## src/rtl/uxe_pkg.sv

```systemverilog
// Shared types, character constants and lookup functions for the
// UTF-8 XML character escaper. No dependencies.
package uxe_pkg;

	localparam int CP_W  = 21;
	localparam int DIG_N = 7;
	localparam int BCD_W = 4 * DIG_N;

	typedef enum logic [1:0] {
		ST_IDLE,
		ST_CONV,
		ST_EMIT
	} state_t;

	typedef enum logic [2:0] {
		K_PASS,
		K_QUOT,
		K_APOS,
		K_AMP,
		K_LT,
		K_GT,
		K_HEX,
		K_DEC
	} kind_t;

	localparam logic [7:0] CH_AMP   = 8'h26;
	localparam logic [7:0] CH_HASH  = 8'h23;
	localparam logic [7:0] CH_X     = 8'h78;
	localparam logic [7:0] CH_SEMI  = 8'h3b;
	localparam logic [7:0] CH_ZERO  = 8'h30;
	localparam logic [7:0] CH_LA    = 8'h61;
	localparam logic [7:0] CH_QUOTE = 8'h22;
	localparam logic [7:0] CH_APOS  = 8'h27;
	localparam logic [7:0] CH_LESS  = 8'h3c;
	localparam logic [7:0] CH_GREAT = 8'h3e;
	localparam logic [7:0] CH_TAB   = 8'h09;
	localparam logic [7:0] CH_LF    = 8'h0a;
	localparam logic [7:0] CH_CR    = 8'h0d;
	localparam logic [7:0] PRINT_LO = 8'h20;
	localparam logic [7:0] PRINT_HI = 8'h7e;
	localparam logic [7:0] LEAD2    = 8'hc0;
	localparam logic [7:0] LEAD3    = 8'he0;
	localparam logic [7:0] LEAD4    = 8'hf0;

	localparam logic [47:0] STR_QUOT = "&quot;";
	localparam logic [47:0] STR_APOS = "&apos;";
	localparam logic [47:0] STR_AMP  = {"&amp;", 8'h00};
	localparam logic [47:0] STR_LT   = {"&lt;", 16'h0000};
	localparam logic [47:0] STR_GT   = {"&gt;", 16'h0000};

	function automatic kind_t classify(input logic [7:0] c);
		kind_t k;
		if (c == CH_QUOTE) begin
			k = K_QUOT;
		end else if (c == CH_APOS) begin
			k = K_APOS;
		end else if (c == CH_AMP) begin
			k = K_AMP;
		end else if (c == CH_LESS) begin
			k = K_LT;
		end else if (c == CH_GREAT) begin
			k = K_GT;
		end else if ((c >= PRINT_LO && c <= PRINT_HI) || c == CH_TAB || c == CH_LF
				|| c == CH_CR) begin
			k = K_PASS;
		end else begin
			k = K_HEX;
		end
		return k;
	endfunction

	function automatic logic [3:0] kind_len(input kind_t k, input logic [7:0] c);
		logic [3:0] n;
		unique case (k)
			K_PASS:        n = 4'd1;
			K_QUOT, K_APOS: n = 4'd6;
			K_AMP:         n = 4'd5;
			K_LT, K_GT:    n = 4'd4;
			K_HEX:         n = (c[7:4] != 4'd0) ? 4'd6 : 4'd5;
			default:       n = 4'd1;
		endcase
		return n;
	endfunction

	function automatic logic [7:0] ent_char(input kind_t k, input logic [2:0] i);
		logic [47:0] s;
		unique case (k)
			K_QUOT:  s = STR_QUOT;
			K_APOS:  s = STR_APOS;
			K_AMP:   s = STR_AMP;
			K_LT:    s = STR_LT;
			K_GT:    s = STR_GT;
			default: s = '0;
		endcase
		return s[8 * (5 - int'(i)) +: 8];
	endfunction

	function automatic logic [7:0] hex_char(input logic [3:0] d);
		logic [7:0] r;
		if (d < 4'd10) begin
			r = CH_ZERO + {4'd0, d};
		end else begin
			r = CH_LA + {4'd0, d - 4'd10};
		end
		return r;
	endfunction

endpackage

```

## src/rtl/utf8_xml_character_escaper_core.sv

```systemverilog
// Top level of the UTF-8 XML character escaper: decoder state, sequencer
// and output register. Depends on uxe_pkg and uxe_bcd.
//
// One byte is taken when the block is idle. Lead and middle continuation
// bytes give nothing and leave the block idle. A byte escaped on its own
// gives 1 to 6 output characters. A byte that completes a multi-byte
// sequence starts the shift-and-add-3 converter (21 steps of one code point
// bit each, then a registered done flag) and then gives 4 to 10 output
// characters. Output characters are loaded one per cycle unless the output
// stalls; in_stall stays high from an accepted byte that gives output until
// its last character is loaded into the output register.
module utf8_xml_character_escaper_core (
	input  logic       clk,
	input  logic       arst_n,
	input  logic       in_valid,
	output logic       in_stall,
	input  logic [7:0] in_byte,
	input  logic       string_end,
	output logic       out_valid,
	input  logic       out_stall,
	output logic [7:0] out_char,
	output logic       run_last
);
	import uxe_pkg::*;

	state_t           state_q, state_d;
	kind_t            kind_q, kind_in;
	logic [7:0]       byte_q;
	logic [3:0]       idx_q;
	logic [3:0]       len_q;
	logic [1:0]       left_q;
	logic [CP_W-1:0]  cp_q, cp_new;
	logic             out_valid_q;
	logic [7:0]       out_char_q;
	logic             run_last_q;
	logic             acc, take, emit_ld, bcd_start, bcd_done, lead, last_cont;
	logic [BCD_W-1:0] digits;
	logic [3:0]       ndig;
	logic [3:0]       dsel;
	logic [7:0]       ch;

	uxe_bcd u_bcd (
		.clk    (clk),
		.arst_n (arst_n),
		.start  (bcd_start),
		.value  (cp_new),
		.done   (bcd_done),
		.digits (digits)
	);

	assign acc       = in_valid && !in_stall;
	assign take      = !out_valid_q || !out_stall;
	assign lead      = (left_q == 2'd0) && (in_byte >= LEAD2);
	assign last_cont = (left_q == 2'd1);
	assign kind_in   = classify(in_byte);

	always_comb begin
		unique case (left_q)
			2'd3:    cp_new = cp_q | (CP_W'(in_byte[5:0]) << 12);
			2'd2:    cp_new = cp_q | (CP_W'(in_byte[5:0]) << 6);
			default: cp_new = cp_q | CP_W'(in_byte[5:0]);
		endcase
	end

	always_comb begin
		priority if (digits[27:24] != 4'd0) ndig = 4'd7;
		else if (digits[23:20] != 4'd0) ndig = 4'd6;
		else if (digits[19:16] != 4'd0) ndig = 4'd5;
		else if (digits[15:12] != 4'd0) ndig = 4'd4;
		else if (digits[11:8] != 4'd0) ndig = 4'd3;
		else if (digits[7:4] != 4'd0) ndig = 4'd2;
		else ndig = 4'd1;
	end

	always_comb begin
		state_d = state_q;
		unique case (state_q)
			ST_IDLE: begin
				if (acc && left_q == 2'd0 && !lead) begin
					state_d = ST_EMIT;
				end else if (acc && last_cont) begin
					state_d = ST_CONV;
				end
			end
			ST_CONV: begin
				if (bcd_done) begin
					state_d = ST_EMIT;
				end
			end
			ST_EMIT: begin
				if (take && idx_q == len_q - 4'd1) begin
					state_d = ST_IDLE;
				end
			end
			default: state_d = ST_IDLE;
		endcase
	end

	always_comb begin
		in_stall  = (state_q != ST_IDLE);
		bcd_start = (state_q == ST_IDLE) && in_valid && last_cont;
		emit_ld   = (state_q == ST_EMIT) && take;
	end

	assign dsel = len_q - 4'd2 - idx_q;

	always_comb begin
		ch = CH_SEMI;
		unique case (kind_q)
			K_PASS: ch = byte_q;
			K_HEX: begin
				unique case (idx_q)
					4'd0: ch = CH_AMP;
					4'd1: ch = CH_HASH;
					4'd2: ch = CH_X;
					4'd3: ch = (byte_q[7:4] != 4'd0) ? hex_char(byte_q[7:4])
						: hex_char(byte_q[3:0]);
					4'd4: ch = (byte_q[7:4] != 4'd0) ? hex_char(byte_q[3:0]) : CH_SEMI;
					default: ch = CH_SEMI;
				endcase
			end
			K_DEC: begin
				if (idx_q == 4'd0) begin
					ch = CH_AMP;
				end else if (idx_q == 4'd1) begin
					ch = CH_HASH;
				end else if (idx_q == len_q - 4'd1) begin
					ch = CH_SEMI;
				end else begin
					ch = CH_ZERO + {4'd0, digits[4*dsel[2:0] +: 4]};
				end
			end
			default: ch = ent_char(kind_q, idx_q[2:0]);
		endcase
	end

	always_ff @(posedge clk or negedge arst_n) begin
		if (!arst_n) begin
			state_q     <= ST_IDLE;
			left_q      <= 2'd0;
			cp_q        <= '0;
			out_valid_q <= 1'b0;
		end else begin
			state_q <= state_d;
			if (acc) begin
				if (left_q == 2'd0) begin
					if (in_byte >= LEAD4) begin
						left_q <= 2'd3;
						cp_q   <= CP_W'(in_byte[2:0]) << 18;
					end else if (in_byte >= LEAD3) begin
						left_q <= 2'd2;
						cp_q   <= CP_W'(in_byte[3:0]) << 12;
					end else if (in_byte >= LEAD2) begin
						left_q <= 2'd1;
						cp_q   <= CP_W'(in_byte[4:0]) << 6;
					end
				end else begin
					left_q <= left_q - 2'd1;
					cp_q   <= last_cont ? '0 : cp_new;
				end
				if (string_end) begin
					left_q <= 2'd0;
					cp_q   <= '0;
				end
			end
			if (emit_ld) begin
				out_valid_q <= 1'b1;
			end else if (!out_stall) begin
				out_valid_q <= 1'b0;
			end
		end
	end

	always_ff @(posedge clk) begin
		if (acc) begin
			byte_q <= in_byte;
			idx_q  <= 4'd0;
			if (last_cont) begin
				kind_q <= K_DEC;
			end else begin
				kind_q <= kind_in;
				len_q  <= kind_len(kind_in, in_byte);
			end
		end
		if (state_q == ST_CONV && bcd_done) begin
			len_q <= ndig + 4'd3;
		end
		if (emit_ld) begin
			out_char_q <= ch;
			run_last_q <= (idx_q == len_q - 4'd1);
			idx_q      <= idx_q + 4'd1;
		end
	end

	assign out_valid = out_valid_q;
	assign out_char  = out_char_q;
	assign run_last  = run_last_q;

endmodule

```

## src/rtl/uxe_bcd.sv

```systemverilog
// Iterative binary to BCD converter: one shift-and-add-3 step per cycle.
// Depends on uxe_pkg.
module uxe_bcd (
	input  logic                      clk,
	input  logic                      arst_n,
	input  logic                      start,
	input  logic [uxe_pkg::CP_W-1:0]  value,
	output logic                      done,
	output logic [uxe_pkg::BCD_W-1:0] digits
);
	import uxe_pkg::*;

	localparam int CNT_W = $clog2(CP_W + 1);

	logic [CNT_W-1:0] cnt_q;
	logic             busy_q;
	logic             done_q;
	logic [CP_W-1:0]  bin_q;
	logic [BCD_W-1:0] bcd_q;
	logic [BCD_W-1:0] adj;

	always_comb begin
		for (int i = 0; i < DIG_N; i++) begin
			adj[4*i +: 4] = (bcd_q[4*i +: 4] >= 4'd5) ? bcd_q[4*i +: 4] + 4'd3
				: bcd_q[4*i +: 4];
		end
	end

	always_ff @(posedge clk or negedge arst_n) begin
		if (!arst_n) begin
			busy_q <= 1'b0;
			done_q <= 1'b0;
			cnt_q  <= '0;
		end else begin
			done_q <= 1'b0;
			if (start) begin
				busy_q <= 1'b1;
				cnt_q  <= CNT_W'(CP_W);
			end else if (busy_q) begin
				cnt_q <= cnt_q - 1'b1;
				if (cnt_q == CNT_W'(1)) begin
					busy_q <= 1'b0;
					done_q <= 1'b1;
				end
			end
		end
	end

	always_ff @(posedge clk) begin
		if (start) begin
			bin_q <= value;
			bcd_q <= '0;
		end else if (busy_q) begin
			bin_q <= {bin_q[CP_W-2:0], 1'b0};
			bcd_q <= {adj[BCD_W-2:0], bin_q[CP_W-1]};
		end
	end

	assign done   = done_q;
	assign digits = bcd_q;

endmodule

```

## config.mk

```make
export PLATFORM = sky130hd
export DESIGN_NAME = utf8_xml_character_escaper_core
export DESIGN_NICKNAME = d
export VERILOG_FILES = /design/src/rtl/uxe_pkg.sv /design/src/rtl/utf8_xml_character_escaper_core.sv /design/src/rtl/uxe_bcd.sv
export SDC_FILE = /design/constraint.sdc
export NUM_CORES = 1
export LEC_CHECK = 0
export ABC_AREA = 1
export BUFFER_PORTS_ARGS = -buffer_cell sky130_fd_sc_hd__buf_2
export CAP_MARGIN = 20
export CORE_ASPECT_RATIO = 0.9
export CORE_MARGIN = 5
export CORE_UTILIZATION = 45
export CTS_BUF_LIST = sky130_fd_sc_hd__clkbuf_16
export DETAILED_ROUTE_END_ITERATION = 12
export MAX_ROUTING_LAYER = met4
export PLACE_DENSITY_LB_ADDON = 0.12
export REMOVE_ABC_BUFFERS = 1
export SLEW_MARGIN = 15
export SYNTH_ARGS = -nofsm -noshare
export SYNTH_HDL_FRONTEND = slang
export SYNTH_HIERARCHICAL = 1
export SYNTH_SLANG_ARGS = --single-unit
```

## constraint.sdc

```tcl
create_clock -name clk -period 3.2 [get_ports clk]
set_clock_uncertainty 0.2 [all_clocks]
set_input_delay 0.48 -clock clk [delete_from_list [all_inputs] [get_ports clk]]
set_output_delay 0.48 -clock clk [all_outputs]
set_load 0.05 [all_outputs]
```

==> metrics, run 1 <==
power per standard cell area roughly 1000 nW/um2; HPWL reported at the end of detailed placement 12.4 mm; Unique masters post-synth 49; most used standard cell by instance count after synthesis sky130_fd_sc_hd__nand2_1; initial core utilization 45.8%; number of nets in the finished design about 1000; Layout fillers 1563; fraction of final layout cells with drive strength greater than 1 10.3%; Required @ worst endpoint between 3 and 4 ns; critical-path cell list ha_1 > inv_1 > nand2_1 > nor2_1 > nand2_1 > nor2_1 > nand3_2 > nand3_1 > nand2_1 > nand2_1 > a21oi_2; TNS Setup 0 ns; top-level port count 24; number of antenna violations at the first check in global routing 0; max cap viols 0; cell at the slowest stage of the critical path sky130_fd_sc_hd__edfxtp_1; sequential cell area in the final layout ~2900 um2; number of enable-type register cells in the synthesized netlist 49; synthesis-to-finish area growth 8.61%; CTS tree done; maximum root-to-sink buffer count 2; total power approximately 7.9 mW; area inside the core boundary 15400 um2; count of state elements after synthesis 110; status complete, no violations; commonest register cell after synthesis sky130_fd_sc_hd__edfxtp_1; most numerous cell types in the synthesized netlist sky130_fd_sc_hd__nand2_1 (286), sky130_fd_sc_hd__inv_1 (120), sky130_fd_sc_hd__nand3_1 (89), sky130_fd_sc_hd__o21ai_0 (59), sky130_fd_sc_hd__nor2_1 (54); highest fanout seen on the critical path 14; Total Die Area 18300 um2; cell mode on critical path sky130_fd_sc_hd__nand2_1; area of the mapped netlist 7050 um2; number of global-route vias before repair between 5000 and 6000; CTS Root Buffer Type sky130_fd_sc_hd__clkbuf_16; Vias per Instance 5.24; instance count of the mapped netlist 947; 1st-iter DRT viols 549; fin. max-slew vios 0; GP Congestion 0.927; CTS clk-pin slew, worst paths 0.09 ns; Worst Path Arrival around 2.5 ns; hold bufs inserted after CTS 0; post-route minimum period 2.56 ns; maximum number of pins on one net before global-route repair 34; DRC violations left 0; number of iterations in the first detailed-routing pass 5; unrepaired setup endpoints after global routing no; Total Routing Usage GR just under 20%; highest clock frequency the design can meet 391 MHz; standby leakage power 3.70 nW; number of hold-slack violations in the final timing report 0; Site Rows 43; final wirelength around 17 mm; maximum single-stage delay on the critical path 0.55 ns; global-route wire length before repair 27.7 mm; Horiz. Die Dim 142 um; final setup fails 0; area used by multi-input combinational logic 3550 um2; start-to-end type of the worst setup path flop to flop; most area-hungry cell type in the Yosys netlist sky130_fd_sc_hd__edfxtp_1; Avg Cell Area, Syn around 7.4 um2; Worst Tran Pin Value 0.832 ns; Clk Latency, worst-skew pair approximately 0.36 ns; highest ir drop seen on vdd 0.369 mV; area share of the leading cell type in the synthesized netlist between 20% and 30%; Max transition margin 44.5%; CP delay by family, top simple AND/OR/NAND/NOR gates; Gates resized, CTS repair 0; drt wl/cell 14.1 um; Crit path buffers/inverters 1; Port Buffers 23; Worst Setup End Kind flop; startpoint kind of the worst setup timing path flop; H-tree depth 3; Via Count 6149; count of clock tree sinks 110; Hold/Removal Path Class input pin to asynchronous set/reset pin; share of async-settable or async-resettable flops after synthesis 30.0%; Final ANT Viol Nets 0; sequential cell area fraction in the yosys report around two fifths; cell types with the largest area share after synthesis sky130_fd_sc_hd__edfxtp_1 (21%), sky130_fd_sc_hd__nand2_1 (15%), sky130_fd_sc_hd__dfrtp_1 (12%); final global-route overflow total 0; Chip Height 129 um; buffers inserted during post-CTS setup optimization 0; total CTS buffers 9; portion of the clock cycle consumed by the worst path in the final layout 79.9%; Antenna Cells 0; count of synthesis-stage warnings from yosys 6
-- kinds of logic after synthesis --
logic type	share of synthesized area (%)
XOR/XNOR	0.746
adder cells (fa/ha/maj)	6.04
AND/OR/NAND/NOR	29.7
buffers and inverters	9.09
flip-flops	40.5
AO/OA/AOI/OAI	13.8
-- per-layer routing --
layer  track usage [%]  vias up  part of all wire (%)
li1                  -     3165                     -
met1              26.6     2822                    50
met2              29.2      139                    44
met3              4.12       23                   4.5
met4              4.85        0                   1.9
met5                 -        -                     0
-- per-stage QoR --
stage | hold slack, ns | cell area [um2] | setup slack [ns] | std cells | utilization (%)
after floorplan | -0.0156 | 6930 | 0.0525 | 927 | -
after global placement | 0.243 | 7340 | 0.692 | 1157 | 47.7
after detailed placement | 0.248 | 7340 | 0.650 | 1157 | 47.7
after CTS | 0.0264 | 7650 | 0.647 | 1173 | 49.7
after global routing | 0.0588 | 7650 | 0.434 | 1173 | 49.7
final | 0.00383 | 7650 | 0.644 | 1173 | 49.7
-- flip-flops by register name (all words and copies together) (netlist names) --
signal / cells
run_last: 1
left_q: 2
u_bcd/busy_q: 1
idx_q: 4
u_bcd/done: 1
out_valid: 1
u_bcd/bin_q: 21
out_char: 8
cp_q: 21
len_q: 4
kind_q: 3
u_bcd/digits: 28
state_q: 2
byte_q: 8
u_bcd/cnt_q: 5
-- where the power goes --
group          total, mW  switching (mW)  internal (mW)
clock network       1.18           0.604          0.571
logic               4.02            2.71           1.31
registers           2.65           0.474           2.18
total               7.85            3.79           4.06
-- layout by cell type, fill, tap and decap left out, drive strengths merged --
cell    count
a211oi      1
a21boi      1
a21oi      38
a22oi       1
a31o        1
a31oi       6
and2        1
buf        28
clkbuf      9
clkinv      4
dfrtp      33
dfxtp      28
edfxtp     49
ha         34
inv       141
nand2     296
nand3      91
nand3b      6
nand4      13
nor2       59
nor3       10
nor4        3
o211ai      3
o21a        1
o21ai      81
o21bai      7
o22ai       6
o31ai       1
o32ai       9
o41ai       3
or2         1
xnor2       4
xor2        2
-- final cells by class --
type,count,area share (%)
clock buffers,9,2.94
well taps,202,3.30
multi-input cells,679,46.4
clock inverters,7,1.23
inverters,138,6.80
flip-flops and latches,110,37.3
repair buffers,28,1.99
-- final timing paths --
path	depth (start not counted)	slack [ns]	to	startpoint
hold / removal	1	0.004	cp_q[3]	arst_n
setup reg to reg	11	0.64	out_char[2]	idx_q[0]
min in group clk	1	0.15	byte_q[6]	in_byte[6]
setup / recovery	11	0.64	out_char[2]	idx_q[0]
max in group asynchronous	1	2.26	u_bcd/cnt_q[0]	arst_n
hold reg to reg	2	0.26	u_bcd/digits[0]	u_bcd/bin_q[20]
(Power assumes the default switching activity.)
==> run 2, diff against run 1 <==
clock period = 2.6 ns   (was 3.2 ns; I/O delays follow)
==> metrics, run 2 (same netlist as run 1, synthesis figures left out) <==
portion of the clock cycle consumed by the worst path in the final layout 88.2% (was 79.9%); fin. max-slew vios 0 (unchanged); Max transition margin 46.8% (was 44.5%); H-tree depth 3 (unchanged); Via Count 6100 (was 6149); final wirelength 16.5 mm (about the same); startpoint kind of the worst setup timing path flop (unchanged); Total Routing Usage GR 19.2% (was 19.3%); standby leakage power 3.76 nW (was 3.70 nW); final global-route overflow total 0 (unchanged); min-delay src in_byte[7]; startpoint of the most critical setup path idx_q[1] (was idx_q[0]); Layout fillers 1567 (was 1563); most common cell after layout, fill and taps aside sky130_fd_sc_hd__nand2_1 (unchanged); Worst Path Arrival 2.32 ns (was 2.47 ns); number of nets in the finished design 1024 (was 1013); number of antenna violations at the first check in global routing 0 (unchanged); highest fanout seen on the critical path 9 (was 14); area used by multi-input combinational logic 3550 um2 (unchanged); Worst Setup End Kind flop (unchanged); highest-count cells in the layout ignoring fill and taps sky130_fd_sc_hd__nand2_1 (286), sky130_fd_sc_hd__inv_1 (119), sky130_fd_sc_hd__nand3_1 (89) (was sky130_fd_sc_hd__nand2_1 (286), sky130_fd_sc_hd__inv_1 (120), sky130_fd_sc_hd__nand3_1 (89)); Placed Instance Area 7410 um2 (was 7340 um2); CTS Root Buffer Type sky130_fd_sc_hd__clkbuf_16 (unchanged); Site Rows 43 (unchanged); global-route wire length before repair 27.5 mm (was 27.7 mm); post-route minimum period 2.29 ns (was 2.56 ns); 1st-iter DRT viols 367 (was 549); Horiz. Die Dim 142 um (unchanged); highest clock frequency the design can meet 436 MHz (was 391 MHz); DRC violations left 0 (unchanged); HPWL reported at the end of detailed placement 12.5 mm (was 12.4 mm); fraction of final layout cells with drive strength greater than 1 11.3% (was 10.3%); total power 9.77 mW (was 7.85 mW); number of iterations in the first detailed-routing pass 5 (unchanged); CTS clk-pin slew, worst paths 0.08 ns (was 0.09 ns); synthesis-to-finish area growth 9.96% (was 8.61%); power per standard cell area 1260 nW/um2 (was 1030 nW/um2); number of global-route vias before repair 5652 (was 5656); Worst Tran Pin Value 0.797 ns (was 0.832 ns); Final ANT Viol Nets 0 (unchanged); Hold/Removal Path Class input pin to flop (was input pin to asynchronous set/reset pin); Required @ worst endpoint 2.63 ns (was 3.12 ns); number of hold-slack violations in the final timing report 0 (unchanged); area inside the core boundary 15400 um2 (unchanged); Antenna Cells 0 (unchanged); maximum root-to-sink buffer count 2 (unchanged); total CTS buffers 9 (unchanged); top-level port count 24 (unchanged); highest ir drop seen on vdd 0.569 mV (was 0.369 mV); number of flip-flops in the largest register 28 (unchanged); Chip Height 129 um (unchanged); buffers inserted during post-CTS setup optimization 0 (unchanged); drt wl/cell 13.9 um (was 14.1 um); status complete, no violations (unchanged); start-to-end type of the worst setup path flop to flop (unchanged); max cap viols 0 (unchanged); post-layout instance area 7750 um2 (was 7650 um2); initial core utilization 45.8% (unchanged); Clk Latency, worst-skew pair 0.37 ns (was 0.36 ns); CTS tree done (unchanged); Total Die Area 18300 um2 (unchanged); Port Buffers 23 (unchanged); GP Congestion 0.948 (was 0.927); count of clock tree sinks 110 (unchanged); Vias per Instance 5.15 (was 5.24); startpoint of the lowest-slack register-to-register path idx_q[1] (was idx_q[0]); maximum number of pins on one net before global-route repair 34 (unchanged); sequential cell area in the final layout 2860 um2 (unchanged); flop-to-flop setup slack 0.31 ns (was 0.64 ns); final setup fails 0 (unchanged); unrepaired setup endpoints after global routing no (unchanged)
## run 2: changes by cell type in the layout (fill, tap and decap cells not counted)
| cell | delta |
|---|---|
| sky130_fd_sc_hd__inv_2 | +1 |
| sky130_fd_sc_hd__inv_1 | -1 |
| sky130_fd_sc_hd__inv_12 | +1 |
| sky130_fd_sc_hd__buf_4 | +10 |
| sky130_fd_sc_hd__inv_6 | -2 |
| sky130_fd_sc_hd__inv_8 | +1 |
| sky130_fd_sc_hd__dlygate4sd3_1 | +1 |
## run 2: final timing paths
path | end | cells past startpoint
min | byte_q[7] | 1
max | out_char[2] | 12
max in group asynchronous | u_bcd/busy_q | 2
min in group asynchronous | left_q[1] | 2
max reg2reg | out_char[2] | 12
min reg2reg | u_bcd/digits[0] | 2
## run 2: area by class of cell
class                           count  area share [%]
Inverter                          138            6.72
Clock buffer                        9            2.91
Tap cell                          202            3.26
Sequential cell                   110            36.9
Multi-Input combinational cell    679            45.8
Clock inverter                      7            1.34
Timing Repair Buffer               39            3.07
## run 2: report_power, final
group          total, mW  switching [mW]  internal, mW
Clock               1.49           0.773         0.716
Combinational       5.09            3.39          1.69
Sequential          3.20           0.517          2.68
Total               9.77            4.68          5.09
## run 2: routing by layer
layer	vias to the layer above	track usage, %	wire length [um]
met1	2760	25.9	8150
met2	124	30.2	7430
met3	23	3.68	705
met5	-	-	0
met4	0	4.18	209
li1	3193	-	-
## run 2: timing repair
item,CTS,global route
gates resized for setup,0,1
endpoints found under the setup margin,0,1
hold endpoints to repair,33,0
hold buffers,1,0
## run 2: critical path, cell delays in order, from the launching register on
cell and delay [ns]:
sky130_fd_sc_hd__edfxtp_1 0.40, sky130_fd_sc_hd__ha_1 0.29, sky130_fd_sc_hd__inv_1 0.04, sky130_fd_sc_hd__ha_1 0.36, sky130_fd_sc_hd__inv_2 0.15, sky130_fd_sc_hd__o21ai_0 0.09, sky130_fd_sc_hd__o21ai_0 0.19, sky130_fd_sc_hd__nand2_1 0.08
sky130_fd_sc_hd__nand2_1 0.06, sky130_fd_sc_hd__nand3_1 0.07, sky130_fd_sc_hd__nand2_1 0.06, sky130_fd_sc_hd__nand2_1 0.06, sky130_fd_sc_hd__a21oi_2 0.11
## run 2: per-stage QoR
stage | hold WS [ns] | TNS [ns] | cells | setup slack (ns) | utilization, %
after floorplan | -0.106 | -21.15 | 927 | -0.547 | -
after global placement | 0.239 | 0 | 1167 | 0.342 | 48.2
after detailed placement | 0.240 | 0 | 1167 | 0.257 | 48.2
after CTS | 0.0424 | 0 | 1184 | 0.240 | 50.4
after global routing | 0.0497 | 0 | 1184 | 0.0947 | 50.4
final | 0.0584 | 0 | 1184 | 0.308 | 50.4
==> run 3, diff against run 2 <==
CORE_UTILIZATION = 50   (was 45)
==> metrics, run 3 (same netlist as run 1, synthesis figures left out) <==
fin. max-slew vios 0 (unchanged); Reg power frac 32.9% (was 32.7%); Port Buffers 23 (unchanged); number of antenna violations at the first check in global routing 0 (unchanged); post-route minimum period 2.27 ns (was 2.29 ns); number of flip-flops in the largest register 28 (unchanged); power per standard cell area 1260 nW/um2 (about the same); Worst Path Arrival 2.18 ns (was 2.32 ns); area inside the core boundary 13900 um2 (was 15400 um2); Total Die Area 16600 um2 (was 18300 um2); Antenna Cells 0 (unchanged); highest ir drop seen on vdd 0.719 mV (was 0.569 mV); number of hold-slack violations in the final timing report 0 (unchanged); GP Congestion 0.923 (was 0.948); Total Routing Usage GR 21.6% (was 19.2%); total CTS buffers 9 (unchanged); flop-to-flop setup slack 0.33 ns (was 0.31 ns); Layout fillers 1310 (was 1567); CTS clk-pin slew, worst paths 0.07 ns (was 0.08 ns); switching pwr 4.62 mW (was 4.68 mW); Final Worst Setup Slack 0.330 ns (was 0.308 ns); maximum number of pins on one net before global-route repair 34 (unchanged); placed cell count 1157 (was 1167); startpoint kind of the worst setup timing path flop (unchanged); highest fanout seen on the critical path 13 (was 9); initial core utilization 50.7% (was 45.8%); synthesis-to-finish area growth 9.30% (was 9.96%); Max transition margin 47.8% (was 46.8%); startpoint of the most critical setup path idx_q[0] (was idx_q[1]); status complete, no violations (unchanged); number of iterations in the first detailed-routing pass 5 (unchanged); total power 9.72 mW (was 9.77 mW); final wirelength 16.6 mm (was 16.5 mm); Clk Latency, worst-skew pair 0.36 ns (was 0.37 ns); number of global-route vias before repair 5832 (was 5652); Worst Tran Pin Value 0.783 ns (was 0.797 ns); TNS Setup 0 ns (unchanged); Vias per Instance 5.35 (was 5.15); highest clock frequency the design can meet 440 MHz (was 436 MHz); 1st-iter DRT viols 522 (was 367); Layout Cells excl Fill 1174 (was 1184); min-delay src in_byte[7] (unchanged); final setup fails 0 (unchanged); final core utilization 55.4% (was 50.4%); Horiz. Die Dim 135 um (was 142 um); buffers inserted during post-CTS setup optimization 0 (unchanged); count of clock tree sinks 110 (unchanged); standby leakage power 3.74 nW (was 3.76 nW); area used by multi-input combinational logic 3550 um2 (unchanged); drt wl/cell 14.1 um (was 13.9 um); reg-to-reg endpoint out_char[2] (unchanged); Required @ worst endpoint 2.51 ns (was 2.63 ns); Worst Setup End Kind flop (unchanged); fraction of final layout cells with drive strength greater than 1 11.1% (was 11.3%); startpoint of the lowest-slack register-to-register path idx_q[0] (was idx_q[1]); Site Rows 41 (was 43); maximum root-to-sink buffer count 2 (unchanged); CTS Root Buffer Type sky130_fd_sc_hd__clkbuf_16 (unchanged); portion of the clock cycle consumed by the worst path in the final layout 87.3% (was 88.2%); most common cell after layout, fill and taps aside sky130_fd_sc_hd__nand2_1 (unchanged); number of nets in the finished design 1023 (was 1024); unrepaired setup endpoints after global routing no (unchanged); highest-count cells in the layout ignoring fill and taps sky130_fd_sc_hd__nand2_1 (286), sky130_fd_sc_hd__inv_1 (120), sky130_fd_sc_hd__nand3_1 (89) (was sky130_fd_sc_hd__nand2_1 (286), sky130_fd_sc_hd__inv_1 (119), sky130_fd_sc_hd__nand3_1 (89)); CTS tree done (unchanged); worst setup path end out_char[2] (unchanged); sequential cell area in the final layout 2860 um2 (unchanged); relative contribution of combinational cells to total power 52.7% (was 52.0%); Via Count 6280 (was 6100); Hold/Removal Path Class input pin to flop (unchanged); H-tree depth 3 (unchanged); final global-route overflow total 0 (unchanged); DRC violations left 0 (unchanged); top-level port count 24 (unchanged); HPWL reported at the end of detailed placement 12.4 mm (was 12.5 mm); max cap viols 0 (unchanged); share of total power in the clock network 14.4% (was 15.2%); worst slack after detailed placement 0.279 ns (was 0.257 ns); internal power contribution 5.10 mW (was 5.09 mW); Chip Height 123 um (was 129 um); path depth of the worst reg2reg path 11 (was 12); global-route wire length before repair 27.9 mm (was 27.5 mm); start-to-end type of the worst setup path flop to flop (unchanged); Switching Share 47.5% (was 47.9%); Final ANT Viol Nets 0 (unchanged)
==> run 3: repair_timing <==
| action | 4_1_cts | 5_1_grt |
|---|---|---|
| hold buffers | 1 | 0 |
| gates resized for setup | 0 | 1 |
| endpoints found under the setup margin | 0 | 1 |
| hold endpoints to repair | 33 | 0 |
==> run 3: cell type report <==
type	count	area share [%]
Clock buffer	10	3.25
Timing Repair Buffer	38	2.99
Sequential cell	110	37.1
Inverter	138	6.76
Tap cell	193	3.13
Clock inverter	6	0.666
Multi-Input combinational cell	679	46.1
==> run 3: metal layers <==
layer / routed length [um] / up-vias / global-route usage, %
li1: - / 3184 / -
met1: 7860 / 2917 / 28.5
met2: 7660 / 162 / 33.9
met3: 841 / 17 / 4.63
met4: 224 / 0 / 6.05
met5: 0 / - / -
==> run 3: worst min-delay path by stage <==
stage	endpoint	slack (ns)	cells after the start
floorplan	cp_q[0]	-0.11	0
detailed placement	cp_q[2]	0.25	2
global placement	u_bcd/digits[0]	0.24	2
finish	byte_q[7]	0.06	1
global route	byte_q[7]	0.05	1
CTS	byte_q[7]	0.04	1
==> run 3: power by group through the flow <==
stage                     Clock [mW]  Sequential [mW]  Combinational [mW]
final                           1.40             3.19                5.12
after global routing            1.53             3.29                5.84
after CTS                       1.45             3.19                5.10
after detailed placement           0             3.23                5.08
after global placement             0             3.23                5.06
after floorplan                    0             3.38                3.58
==> run 3: per-stage QoR <==
step                instance area [um2]  hold WS [ns]
global placement                   7390         0.238
floorplan                          6930        -0.106
detailed placement                 7390         0.246
finish                             7700        0.0560
CTS                                7700        0.0392
global route                       7700        0.0491
==> run 3: critical path: stages (launching register included) <==
cell and delay, ns:
sky130_fd_sc_hd__edfxtp_1 0.49, sky130_fd_sc_hd__ha_1 0.35, sky130_fd_sc_hd__inv_1 0.26, sky130_fd_sc_hd__nand2_1 0.09, sky130_fd_sc_hd__nor2_1 0.10, sky130_fd_sc_hd__nand2_1 0.06
sky130_fd_sc_hd__nor2_1 0.10, sky130_fd_sc_hd__nand3_2 0.11, sky130_fd_sc_hd__nand3_1 0.09, sky130_fd_sc_hd__nand2_1 0.05, sky130_fd_sc_hd__nand2_1 0.07, sky130_fd_sc_hd__a21oi_2 0.05
